[src/mba_cnt_mem.sv]
`timescale 1ns / 1ps
`default_nettype none
// ----------------------------------------------------------------------------
// mba_cnt_mem
// counter row memory, one write port and one registered read port
// ----------------------------------------------------------------------------
module mba_cnt_mem #(
    parameter int DEPTH = 16,
    parameter int WIDTH = 192
) (
    input  wire logic                     clk,
    input  wire logic                     wr_en,
    input  wire logic [$clog2(DEPTH)-1:0] wr_addr,
    input  wire logic [WIDTH-1:0]         wr_data,
    input  wire logic                     rd_en,
    input  wire logic [$clog2(DEPTH)-1:0] rd_addr,
    output logic      [WIDTH-1:0]         rd_data
);

    logic [WIDTH-1:0] mem [DEPTH];
    logic [WIDTH-1:0] rd_data_reg;

    always_ff @(posedge clk)
    begin
        if (wr_en)
        begin
            mem[wr_addr] <= wr_data;
        end
    end

    always_ff @(posedge clk)
    begin
        if (rd_en)
        begin
            rd_data_reg <= mem[rd_addr];
        end
    end

    assign rd_data = rd_data_reg;

endmodule
`default_nettype wire

[config.mk]
export PLATFORM = sky130hd
export DESIGN_NAME = mba_cnt_mem
export DESIGN_NICKNAME = d
export VERILOG_FILES = /design/src/mba_cnt_mem.sv
export SDC_FILE = /design/constraint.sdc
export NUM_CORES = 2
export LEC_CHECK = 0
export BUFFER_PORTS_ARGS = -buffer_cell sky130_fd_sc_hd__buf_2
export CAP_MARGIN = 25
export CORE_MARGIN = 2
export CORE_UTILIZATION = 56
export DETAILED_ROUTE_END_ITERATION = 12
export GPL_TIMING_DRIVEN = 0
export PLACE_DENSITY_LB_ADDON = 0.12
export SLEW_MARGIN = 20
export SYNTH_ARGS = -nofsm -noshare
export SYNTH_HDL_FRONTEND = slang
export SYNTH_SLANG_ARGS = --single-unit
[constraint.sdc]
create_clock -name clk -period 37.8 [get_ports clk]
set_clock_uncertainty 0.05 [all_clocks]
set_input_delay 9.45 -clock clk [delete_from_list [all_inputs] [get_ports clk]]
set_output_delay 9.45 -clock clk [all_outputs]
set_load 0.01 [all_outputs]
==> reports/metrics.cfg <==
[power_and_ir_drop]
power.total_mw=7.59
ir_drop_uv=54.9
power_leakage_nw=45.9
power.density_nw_per_um2=53.8

[die]
ioPinCount=395
core_area_um2=214000
dieHeight_um=468
rows=170
die_x_um=468
fp.dieArea_um2=219000
start_util_pct=56.3

[detailed_routing]
drtPass1Iterations=5
avgViaCountPerCell=6.37
drc_errors=0
wl_per_cell_um=32.8
drt-total-wl_mm=300
num_vias=58200
drt_iter0_markers=7622
ant_nets=0

[placed_design]
place.gp.congestion=0.752
port_buffers=392
hpwl_mm=198

[worst_setup_path]
rr_startpoint=mem[15][66]
critPathLaunch=wr_addr[2]
critical_path_arrival_ns=12.36
start_kind=input port
r2r_end=rd_data[66]
worstRegToRegCells=3
cp_max_fo=8
crit_end=mem[0][68]
crit_required_ns=38.39
critPathSlowestCell=or3b_2
crit_type=input port to register
crit_path_max_incr_delay_ns=0.59
cp_cell_sequence=buf_2 -> or3b_2 -> nor3_2 -> buf_6 -> buf_4 -> buf_4 -> buf_4 -> buf_6 -> buf_4 -> buf_4 -> buf_4
end_kind=register
r2r_slack_ns=35.84
path_common_cell=buf_4

[sta]
maxSlewViolCount=0
finalCriticalPeriod_ns=11.78
rsz0062_at_grt=false
max_freq_mhz=84.9
setup_viol_count_final=0
layout_worst_path_cycle_share_pct=31.2
relSlewSlack_pct=25.9
finalHoldViolCount=0
tightest_slew_ns=1.11

[synth]
syn_avg_cell_area_um2=24.0
syn-instance-count=5024
yosysSeqAreaShare_pct=81.2
syn_nets=5227
ys_ff_latch=3264
yosys_warnings=0
synth_cell_types=24
synthesis.area_um2=121000

[status]
outcome=complete, no violations

[cts]
post_cts_buffers=0
htree_levels=5
cts_buffers=337
cts_tree=yes
clk_latency_ns=0.97
clkSlewWorstSetupHoldPaths_ns=0.06
clk_path_buf_depth=4
cts.sinks=3264
ctsHoldBuffers=0
cts_resized=0
cts-root-buf=clkbuf_16

[grt]
gr-total-overflow=0
use_met1_pct=39.6
grt.busiest_layer=met2
grt_util_met2_pct=42.7
grt_usage_pct=27.6
grt_max_degree=74
grt_pass1_vias=58600
antenna_found_initial=84
grt_first_pass_wirelength_mm=422
gr-usage-met3_pct=6.39

[worst_hold_path]
hp-class=register to register

[finish]
syn2layout_area_growth_pct=16.9
largest_reg_flops=3072
fillerInstances=13800
utilization_pct=65.8
final_net_count=6241
drive_gt1_share_pct=31.2

[run]
maxCapViolCount=0

==> through the flow <==
stage	std cells	TNS (ns)	worst slack (ns)	instance area, um2	hold slack, ns
after floorplan	5024	0	13.87	121000	0.634
after global placement	8254	-1845.54	-2.54	126000	0.669
after detailed placement	8537	0	25.08	131000	0.678
after CTS	9113	0	26.10	141000	0.683
after global routing	9124	0	25.97	141000	0.713
final	9142	0	26.02	141000	0.673
==> worst min path at each step <==
stage | from | end | slack, ns | depth (start not counted)
finish | mem[14][20] | rd_data[20] | 0.67 | 3
detailed placement | mem[15][169] | rd_data[169] | 0.68 | 3
CTS | mem[10][20] | rd_data[20] | 0.68 | 3
global placement | mem[14][169] | rd_data[169] | 0.67 | 3
floorplan | mem[7][191] | rd_data[191] | 0.63 | 4
global route | mem[14][179] | rd_data[179] | 0.71 | 3
==> cell usage after synthesis (all sizes together) <==
cell        n  share of area [%]
nand2     167               0.52
buf       160               0.73
clkbuf    107               0.33
o22ai      27               0.14
nand2b      3              0.016
a22oi     329                2.0
and2        2              0.010
or3b        1             0.0073
a21oi      35               0.15
o211ai     23               0.14
nand3b      3              0.019
clkinv      1             0.0031
a211oi     27               0.17
nor3        4              0.017
nor2b      13              0.067
edfxtp   3264                 81
mux2i     121                1.0
mux4      717                 13
o2111ai     1             0.0073
nand3       2             0.0083
nor2       17              0.053
==> cells by family (layout without fill, tap and decap cells) <==
kind of cell | after synthesis | count (layout) | share of synthesized area, %
AOI/OAI and AO/OA | 442 | 442 | 2.65
buffers and inverters | 268 | 1519 | 1.07
DFF | 3264 | 3264 | 81.2
muxes | 838 | 838 | 14.4
other | 0 | 29 | 0
and+or+nand+nor | 212 | 212 | 0.716
==> worst max-delay path, delay by kind of cell <==
family / cells / cell delay, ns
simple gates: 2 / 1.08
buf+inv: 9 / 1.78
==> layout by cell type, fill, tap and decap left out, types with 91 or more instances in the layout <==
| cell type | n |
|---|---|
| nand2_1 | 167 |
| edfxtp_1 | 3264 |
| clkbuf_16 | 342 |
| clkbuf_1 | 175 |
| buf_4 | 153 |
| mux4_2 | 717 |
| a22oi_1 | 329 |
| clkinv_1 | 91 |
| mux2i_1 | 121 |
| buf_2 | 479 |
==> per-layer routing <==
layer  routed length [um]  part of all wire, %  up-vias
li1                     -                    -    23700
met1               118000                   39    31100
met2               143000                   48     2880
met3                29100                  9.7      534
met4                 9210                  3.1       62
met5                  359                 0.12        -
==> area by class of cell <==
type / instances / area, um2 / area share [%]
Sequential cell: 3264 / 98000 / 69.5
Multi-Input combinational cell: 1492 / 21500 / 15.3
Clock buffer: 413 / 8820 / 6.26
Antenna cell: 29 / 72.6 / 0.0514
Timing Repair Buffer: 675 / 6570 / 4.66
Buffer: 267 / 1290 / 0.913
Inverter: 1 / 3.75 / 0.00266
Tap cell: 2838 / 3550 / 2.52
Clock inverter: 163 / 1220 / 0.862
==> power by group <==
group | leakage [nW] | switching (mW) | internal, mW
logic | 11.3 | 0.245 | 0.152
clock network | 4.89 | 1.32 | 1.77
registers | 29.7 | 0.0256 | 4.08
total | 45.9 | 1.59 | 6.00
(Power assumes the default switching activity.)
