<file path="src/mba_pkg.sv">
`timescale 1ns / 1ps
`default_nettype none
// ----------------------------------------------------------------------------
// mba_pkg
// shared types, codes and defaults of the marked bump arena allocator
// ----------------------------------------------------------------------------
package mba_pkg;

    // default sizing
    localparam int DEF_MAX_LEVELS   = 16;
    localparam int DEF_MAX_SEGMENTS = 8;
    localparam int DEF_MEM_TYPES    = 6;

    // register reset values
    localparam logic [31:0] ARENA_SIZE_RST   = 32'd12570624;
    localparam logic [31:0] SEGMENT_SIZE_RST = 32'd0;

    localparam logic [31:0] ALIGN_MASK = 32'h0000_001F;
    localparam logic [31:0] CNT_MAX    = 32'hFFFF_FFFF;

    // configuration register indexes
    localparam logic CFG_ARENA_SIZE   = 1'b0;
    localparam logic CFG_SEGMENT_SIZE = 1'b1;

    // item kinds
    localparam logic [1:0] KIND_ALLOC   = 2'd0;
    localparam logic [1:0] KIND_MARK    = 2'd1;
    localparam logic [1:0] KIND_RELEASE = 2'd2;
    localparam logic [1:0] KIND_QUERY   = 2'd3;

    // result status codes
    localparam logic [1:0] ST_OK        = 2'd0;
    localparam logic [1:0] ST_NO_MEM    = 2'd1;
    localparam logic [1:0] ST_LVL_OVF   = 2'd2;
    localparam logic [1:0] ST_BAD_LEVEL = 2'd3;

    // placement walker result
    typedef struct packed {
        logic        done;
        logic        ok;
        logic [31:0] where;
    } walk_res_t;

endpackage
`default_nettype wire

</file>
<file path="src/mba_seg_walker.sv">
`timescale 1ns / 1ps
`default_nettype none
// ----------------------------------------------------------------------------
// mba_seg_walker
// placement unit, checks one segment per cycle for room for the block, or the whole arena when the segment size is zero
// ----------------------------------------------------------------------------
module mba_seg_walker #(
    parameter int MAX_SEGMENTS = 8,
    parameter int IDX_W        = $clog2(MAX_SEGMENTS + 1)
) (
    input  wire logic              clk,
    input  wire logic              rst_n,
    input  wire logic              go,
    input  wire logic [31:0]       used,
    input  wire logic [31:0]       size,
    input  wire logic [31:0]       arena,
    input  wire logic [31:0]       seg_size,
    output mba_pkg::walk_res_t     res,
    output logic      [IDX_W-1:0]  seg_idx
);

    import mba_pkg::*;

    localparam logic [IDX_W-1:0] LAST_IDX = IDX_W'(MAX_SEGMENTS);

    logic             active_reg,  active_next;
    logic [33:0]      logical_reg, logical_next;
    logic [33:0]      start_reg,   start_next;
    logic [IDX_W-1:0] idx_reg,     idx_next;
    logic             done_reg,    done_next;
    logic             ok_reg,      ok_next;
    logic [31:0]      where_reg,   where_next;
    logic [IDX_W-1:0] seg_reg,     seg_next;

    logic [33:0] arena_w;
    logic [33:0] end_raw;
    logic [33:0] end_c;
    logic [33:0] lg;
    logic [33:0] room;
    logic [34:0] flat_end;

    always_comb
    begin
        arena_w  = {2'b00, arena};
        end_raw  = start_reg + {2'b00, seg_size};
        end_c    = (end_raw > arena_w) ? arena_w : end_raw;
        lg       = (logical_reg < start_reg) ? start_reg : logical_reg;
        room     = end_c - lg;
        flat_end = {1'b0, logical_reg} + {3'b000, size};
    end

    always_comb
    begin
        active_next  = active_reg;
        logical_next = logical_reg;
        start_next   = start_reg;
        idx_next     = idx_reg;
        done_next    = 1'b0;
        ok_next      = ok_reg;
        where_next   = where_reg;
        seg_next     = seg_reg;

        if (go)
        begin
            active_next  = 1'b1;
            logical_next = ({2'b00, used} + {2'b00, ALIGN_MASK}) & ~{2'b00, ALIGN_MASK};
            start_next   = '0;
            idx_next     = '0;
        end
        else if (active_reg)
        begin
            if (seg_size == '0)
            begin
                // one unbroken arena
                active_next = 1'b0;
                done_next   = 1'b1;
                ok_next     = (flat_end <= {1'b0, arena_w});
                where_next  = logical_reg[31:0];
                seg_next    = '0;
            end
            else if ((idx_reg == LAST_IDX) || (start_reg >= arena_w))
            begin
                // ran out of segments
                active_next = 1'b0;
                done_next   = 1'b1;
                ok_next     = 1'b0;
            end
            else if (lg >= end_c)
            begin
                logical_next = lg;
                start_next   = end_raw;
                idx_next     = idx_reg + 1'b1;
            end
            else if ({2'b00, size} <= room)
            begin
                active_next = 1'b0;
                done_next   = 1'b1;
                ok_next     = 1'b1;
                where_next  = lg[31:0];
                seg_next    = idx_reg;
            end
            else
            begin
                // skip the tail of a segment too small for the block
                logical_next = end_c;
                start_next   = end_raw;
                idx_next     = idx_reg + 1'b1;
            end
        end
    end

    always_ff @(posedge clk or negedge rst_n)
    begin
        if (!rst_n)
        begin
            active_reg <= 1'b0;
            done_reg   <= 1'b0;
        end
        else
        begin
            active_reg <= active_next;
            done_reg   <= done_next;
        end
    end

    always_ff @(posedge clk)
    begin
        logical_reg <= logical_next;
        start_reg   <= start_next;
        idx_reg     <= idx_next;
        ok_reg      <= ok_next;
        where_reg   <= where_next;
        seg_reg     <= seg_next;
    end

    assign res.done = done_reg;
    assign res.ok   = ok_reg;
    assign res.where = where_reg;
    assign seg_idx  = seg_reg;

endmodule
`default_nettype wire

</file>
<file path="config.mk">
export PLATFORM = sky130hd
export DESIGN_NAME = mba_seg_walker
export DESIGN_NICKNAME = d
export VERILOG_FILES = /design/src/mba_pkg.sv /design/src/mba_seg_walker.sv
export SDC_FILE = /design/constraint.sdc
export NUM_CORES = 1
export LEC_CHECK = 0
export BUFFER_PORTS_ARGS = -buffer_cell sky130_fd_sc_hd__buf_2
export CORE_MARGIN = 4
export CORE_UTILIZATION = 56
export DETAILED_ROUTE_END_ITERATION = 7
export GPL_ROUTABILITY_DRIVEN = 0
export GPL_TIMING_DRIVEN = 0
export PLACE_DENSITY = 0.77
export SETUP_SLACK_MARGIN = 0.4
export SYNTH_ARGS = -nofsm -noshare
export SYNTH_HDL_FRONTEND = slang
export SYNTH_SLANG_ARGS = --single-unit
</file>
<file path="constraint.sdc">
create_clock -name clk -period 32.3 [get_ports clk]
set_clock_uncertainty 0.05 [all_clocks]
set_input_delay 3.23 -clock clk [delete_from_list [all_inputs] [get_ports clk]]
set_output_delay 3.23 -clock clk [all_outputs]
set_load 0.1 [all_outputs]
</file>
==> results.cfg, run 1 <==
[drt]
drc = 0
num_vias = 15700
drtAntennaViolNets = 0
totalWireLength_mm = 52.6
wl_per_cell_microns = 22.1
first_pass_iters = 8
drt_iter0_drc = 1729
vias_per_cell = 6.61

[timing]
hold_viol = 0
final_max_slew_viol_count = 0
tightest_slew_ns = 1.18
maxSlewHeadroom = 0.211
max_freq_ghz = 0.0632
timing.final.crit_period_ns = 15.83
fin_tns_setup_ns = 0
finalSetupViolations = 0
fin_crit_sh = 0.490
rsz0062_at_grt = false

[yosys]
synth_compound_area_frac = 0.264
ys_seq_elements = 111
synthFlopType = edfxtp_1
yosysMostFrequentCell = ha_1
synth_top_family_by_area = compound AO/OA/AOI/OAI gates
syn-cell-area_sq_um = 15000
yosys-mux-area-fraction = 0.0436
synth_top_area_cell = ha_1
synth_top_area_share = 0.218
synth_commonest_cells = ha_1 (261), a21oi_1 (210), nor2_1 (142), inv_1 (123), nand2_1 (119)
synthXorXnorAreaFrac = 0.0613
ys_async_sr_fraction = 0.0180
yosys.area_share.simple = 0.167
postSynthCellCount = 1862
synthDistinctLibCells = 76
synth_edf_count = 66
ys_warn_count = 0
synth-seq-area-share = 0.193
avgSynthCellArea_sq_um = 8.06
synthAdderAreaFrac = 0.222
synth_area_leaders = ha_1 (22%), edfxtp_1 (13%), a21oi_1 (7.0%)

[cts]
cts_buffer_depth = 2
cts_resized = 0
post_cts_buffers = 0
clkSinkCount = 111
htreeDepth = 3
ctsHoldBuffers = 0
cts.reportedPaths.clkPinSlew_ns = 0.08
cts_made_buffers = 9
cts_tree = done
clk_latency_ns = 0.38
cts-root-buf = clkbuf_16

[outcome]
outcome = completed

[placement]
hpwl_mm = 43.4
port_buffers = 167

[setup_path]
cp_slowest_cell = a2111oi_0
required_ns = 32.33
end_kind = register
crit_fanout = 22
cpMostUsedCell = a21oi_1
critPathKind = primary input to register
arrival_ns = 15.86
slowest_delay_ns = 0.86
start_kind = primary input

[die]
start_util = 0.573
die_y_microns = 172
io_pins = 169
fp.dieW_microns = 172
rows = 59
die_area_sq_um = 29500
fp.coreArea_sq_um = 26200

[global_route]
grt-ovfl-total = 0
grt_first_pass_wirelength_mm = 78.6
first_global_vias = 14400
antenna_found_initial = 0
grt_usage = 0.344
grt_max_degree = 30

[final_layout]
nets = 2437
drive_gt1_frac = 0.117
fillers = 2305
syn_to_final_growth_pct = 10.4
num_antenna_cells = 0

[flow_run]
max_cap_violations = 0

[hold_path]
min_path_type = register to register
[placed cells by master (no fill, tap or decap), drive strengths merged, types with 19 or more instances in the layout]
cell type and instances:
a211oi 26, xor2 39, mux2i 44, o21ai 111, nor3 24, a21oi 212, dfxtp 43, o21a 22
nor2 142, nand2 119, mux2 19, clkbuf 64, edfxtp 66, inv 124, nand3 67, nand4 47
ha 261, buf 181, a21o 77, and3 19, xnor2 66
[layer usage]
| layer | track usage | vias up | part of all wire |
|---|---|---|---|
| li1 | - | 7354 | - |
| met1 | 0.439 | 7279 | 0.39 |
| met2 | 0.548 | 917 | 0.44 |
| met3 | 0.0694 | 196 | 0.11 |
| met4 | 0.185 | 0 | 0.066 |
| met5 | 0 | - | 0 |
[area by class of cell]
type	count	area, sq um	share of cell area
sequential	111	2890	0.175
inverter	123	462	0.0279
timing repair buffer	168	856	0.0517
clock inverter	5	33.8	0.00204
buffer	66	288	0.0174
tap	335	419	0.0253
clock buffer	11	233	0.0140
multi-input combinational	1563	11400	0.687
[worst max-delay path: cells and delay by family]
family | cells | cell delay, ns
xor+xnor | 2 | 0.45
fa+ha+maj | 5 | 1.65
compound gates | 21 | 6.71
mux | 1 | 0.37
buf+inv | 7 | 1.42
simple gates | 8 | 1.97
[path summary, 6_finish.rpt]
check                                                from                       to  slack, ns  depth (start not counted)
worst max-delay path                          seg_size[0]  where_reg[17]$_DFFE_PP_      16.47                         44
worst min-delay path              idx_reg[1]$_SDFFE_PP0P_  idx_reg[1]$_SDFFE_PP0P_       0.48                          2
worst max register to register  start_reg[0]$_SDFFE_PP0P_  where_reg[17]$_DFFE_PP_      18.93                         43
worst min register to register    idx_reg[1]$_SDFFE_PP0P_  idx_reg[1]$_SDFFE_PP0P_       0.48                          2
max in group asynchronous                           rst_n     active_reg$_DFF_PN0_      29.50                          1
min in group asynchronous                           rst_n       done_reg$_DFF_PN0_       2.59                          1
[kinds of logic after synthesis]
family | count (synthesis)
other | 1
AO/OA/AOI/OAI | 613
multiplexers | 63
adder cells (fa/ha/maj) | 264
buffers and inverters | 189
AND/OR/NAND/NOR | 516
XOR/XNOR | 105
flip-flops | 111
[through the flow]
step	hold WS (ns)	setup WS, ns	util	std cells	instance area [sq um]
after detailed placement	0.444	16.62	0.622	2366	16300
after global routing	0.506	16.00	0.632	2382	16600
after floorplan	0.417	18.61	-	1863	15000
final	0.481	16.47	0.632	2382	16600
after CTS	0.476	17.01	0.632	2382	16600
after global placement	0.432	14.39	0.621	2365	16300
Power of run 1 is not shown: default switching activity piles up to over one toggle a cycle in this logic, so the estimate is an artifact.
==> run 2, diff against run 1 <==
--- a/config.mk
+++ b/config.mk
@@ -7,11 +7,11 @@
 export LEC_CHECK = 0
 export BUFFER_PORTS_ARGS = -buffer_cell sky130_fd_sc_hd__buf_2
 export CORE_MARGIN = 4
-export CORE_UTILIZATION = 56
+export CORE_UTILIZATION = 55
 export DETAILED_ROUTE_END_ITERATION = 7
 export GPL_ROUTABILITY_DRIVEN = 0
 export GPL_TIMING_DRIVEN = 0
-export PLACE_DENSITY = 0.77
+export PLACE_DENSITY = 0.79
 export SETUP_SLACK_MARGIN = 0.4
 export SYNTH_ARGS = -nofsm -noshare
 export SYNTH_HDL_FRONTEND = slang
==> constraint.sdc (replaced) <==
create_clock -name clk -period 13.2 [get_ports clk]
set_clock_uncertainty 0.05 [all_clocks]
set_input_delay 1.32 -clock clk [delete_from_list [all_inputs] [get_ports clk]]
set_output_delay 1.32 -clock clk [all_outputs]
set_load 0.1 [all_outputs]
==> run 2 against run 1 <==
Via count up 1.0%. Global-route usage down 1.0 points. Die area up 1.7%. Critical path type unchanged. Wire length up 0.17%. Final cell count up 0.38%. Largest cell class unchanged. Core utilization down 1.1 points. Critical path depth unchanged.
==> results.cfg, run 2 (synthesis gave the netlist of run 1 again) <==
[die]
rows = 60
start_util = 0.559
die_y_microns = 173
die_area_sq_um = 30000
fp.dieW_microns = 173
fp.coreArea_sq_um = 26900
io_pins = 169

[hold_path]
hold_path_end = idx_reg[3]$_SDFFE_PP0P_
hold_start = idx_reg[3]$_SDFFE_PP0P_
min_path_type = register to register
whs_path_depth = 2

[setup_path]
regToRegStartpoint = start_reg[0]$_SDFFE_PP0P_
end_kind = register
crit_fanout = 15
slowest_delay_ns = 0.51
cpMostUsedCell = ha_1
reg2reg_slack_ns = 1.10
start_kind = primary input
reg2reg_depth = 43
required_ns = 13.21
r2r_end = logical_reg[25]$_DFFE_PP_
cp_slowest_cell = a221oi_1
critPathKind = primary input to register
arrival_ns = 12.64

[cts]
cts.reportedPaths.clkPinSlew_ns = 0.08
clk_latency_ns = 0.37
htreeDepth = 3
cts_made_buffers = 9
clkSinkCount = 111
cts_buffer_depth = 2
cts_tree = done
cts-root-buf = clkbuf_16

[global_route]
antenna_found_initial = 1
grt_max_degree = 23
top_usage_layer = met2
use_met2 = 0.532
first_global_vias = 14800
grt-ovfl-total = 0
gr-usage-met1 = 0.433
grt_first_pass_wirelength_mm = 79.9
grt.met3_usage = 0.0498
grt_usage = 0.334

[placement]
dpl_cell_area_sq_um = 16300
hpwl_mm = 43.5
post-place-ws_ns = -0.479
port_buffers = 167

[final_layout]
fin_area_sq_um = 16700
syn_to_final_growth_pct = 11.1
drive_gt1_frac = 0.122
num_antenna_cells = 0
layout_commonest_cell = ha_1
mostFrequentLayoutCells = ha_1 (261), a21oi_1 (208), buf_2 (175), nor2_1 (142), inv_1 (122)
nets = 2440

[drt]
wl_per_cell_microns = 22.0
totalWireLength_mm = 52.7
drtAntennaViolNets = 0
drc = 0
vias_per_cell = 6.65
num_vias = 15900
drt_iter0_drc = 1948
first_pass_iters = 8

[timing]
fin_crit_sh = 0.957
layout_setup_ws_ns = 0.566
maxSlewHeadroom = 0.274
tightest_slew_ns = 1.08
finalSetupViolations = 0
rsz0062_at_grt = true
max_freq_ghz = 0.0792
timing.final.crit_period_ns = 12.63
whs_ns = 0.452
hold_viol = 0
final_max_slew_viol_count = 0

[flow_run]
max_cap_violations = 0

[outcome]
outcome = completed
run 2: metal layers:
layer  routed length, microns  vias to the layer above
met3                     5340                      218
met5                        7                        -
met4                     3680                        2
met2                    22900                      993
li1                         -                     7359
met1                    20700                     7339
run 2: cell type report:
type                            instances  area, sq um
Timing Repair inverter                  1         7.51
Buffer                                 66          290
Fill cell                            2431        10200
Tap cell                              341          427
Clock buffer                           10          229
Multi-Input combinational cell       1563        11400
Sequential cell                       111         2890
Clock inverter                          6         45.0
Inverter                              123          465
Timing Repair Buffer                  170          891
run 2: what timing repair did:
action | 4_1_cts | 5_1_grt
pin swaps | 1 | 0
buffers inserted | 1 | 1
endpoints found under the hold margin | 0 | 0
hold buffers | 0 | 0
resized for setup | 5 | 10
endpoints found under the setup margin | 65 | 108
gates cloned | 1 | 0
run 2: worst max path at each step:
stage          depth (start not counted)  slack, ns                   endpoint   startpoint
6_report                              44       0.57  logical_reg[25]$_DFFE_PP_  seg_size[0]
5_1_grt                               44       0.30  logical_reg[26]$_DFFE_PP_  seg_size[0]
4_1_cts                               41       0.44  logical_reg[25]$_DFFE_PP_  seg_size[0]
3_5_place_dp                          42      -0.48    where_reg[18]$_DFFE_PP_  seg_size[0]
3_3_place_gp                          44      -2.67    where_reg[21]$_DFFE_PP_  seg_size[0]
2_1_floorplan                         41       1.42   seg_idx[0]$_SDFFCE_PP0P_  seg_size[0]
run 2: critical path: cells and delay by family:
| kind | cells | cell delay (ns) |
|---|---|---|
| AOI/OAI and AO/OA | 20 | 5.53 |
| xor gates and xnor gates | 2 | 0.54 |
| adders and majority gates | 6 | 1.86 |
| buffers and inverters | 7 | 1.40 |
| muxes | 1 | 0.15 |
| and+or+nand+nor | 8 | 1.82 |
run 2: through the flow:
stage	TNS, ns	utilization	instances
4_1_cts	0	0.619	2390
3_5_place_dp	-25.63	0.607	2372
6_report	0	0.621	2391
5_1_grt	0	0.621	2391
3_3_place_gp	-105.78	0.606	2371
2_1_floorplan	0	-	1863
Power of run 2 is left out for the same reason.
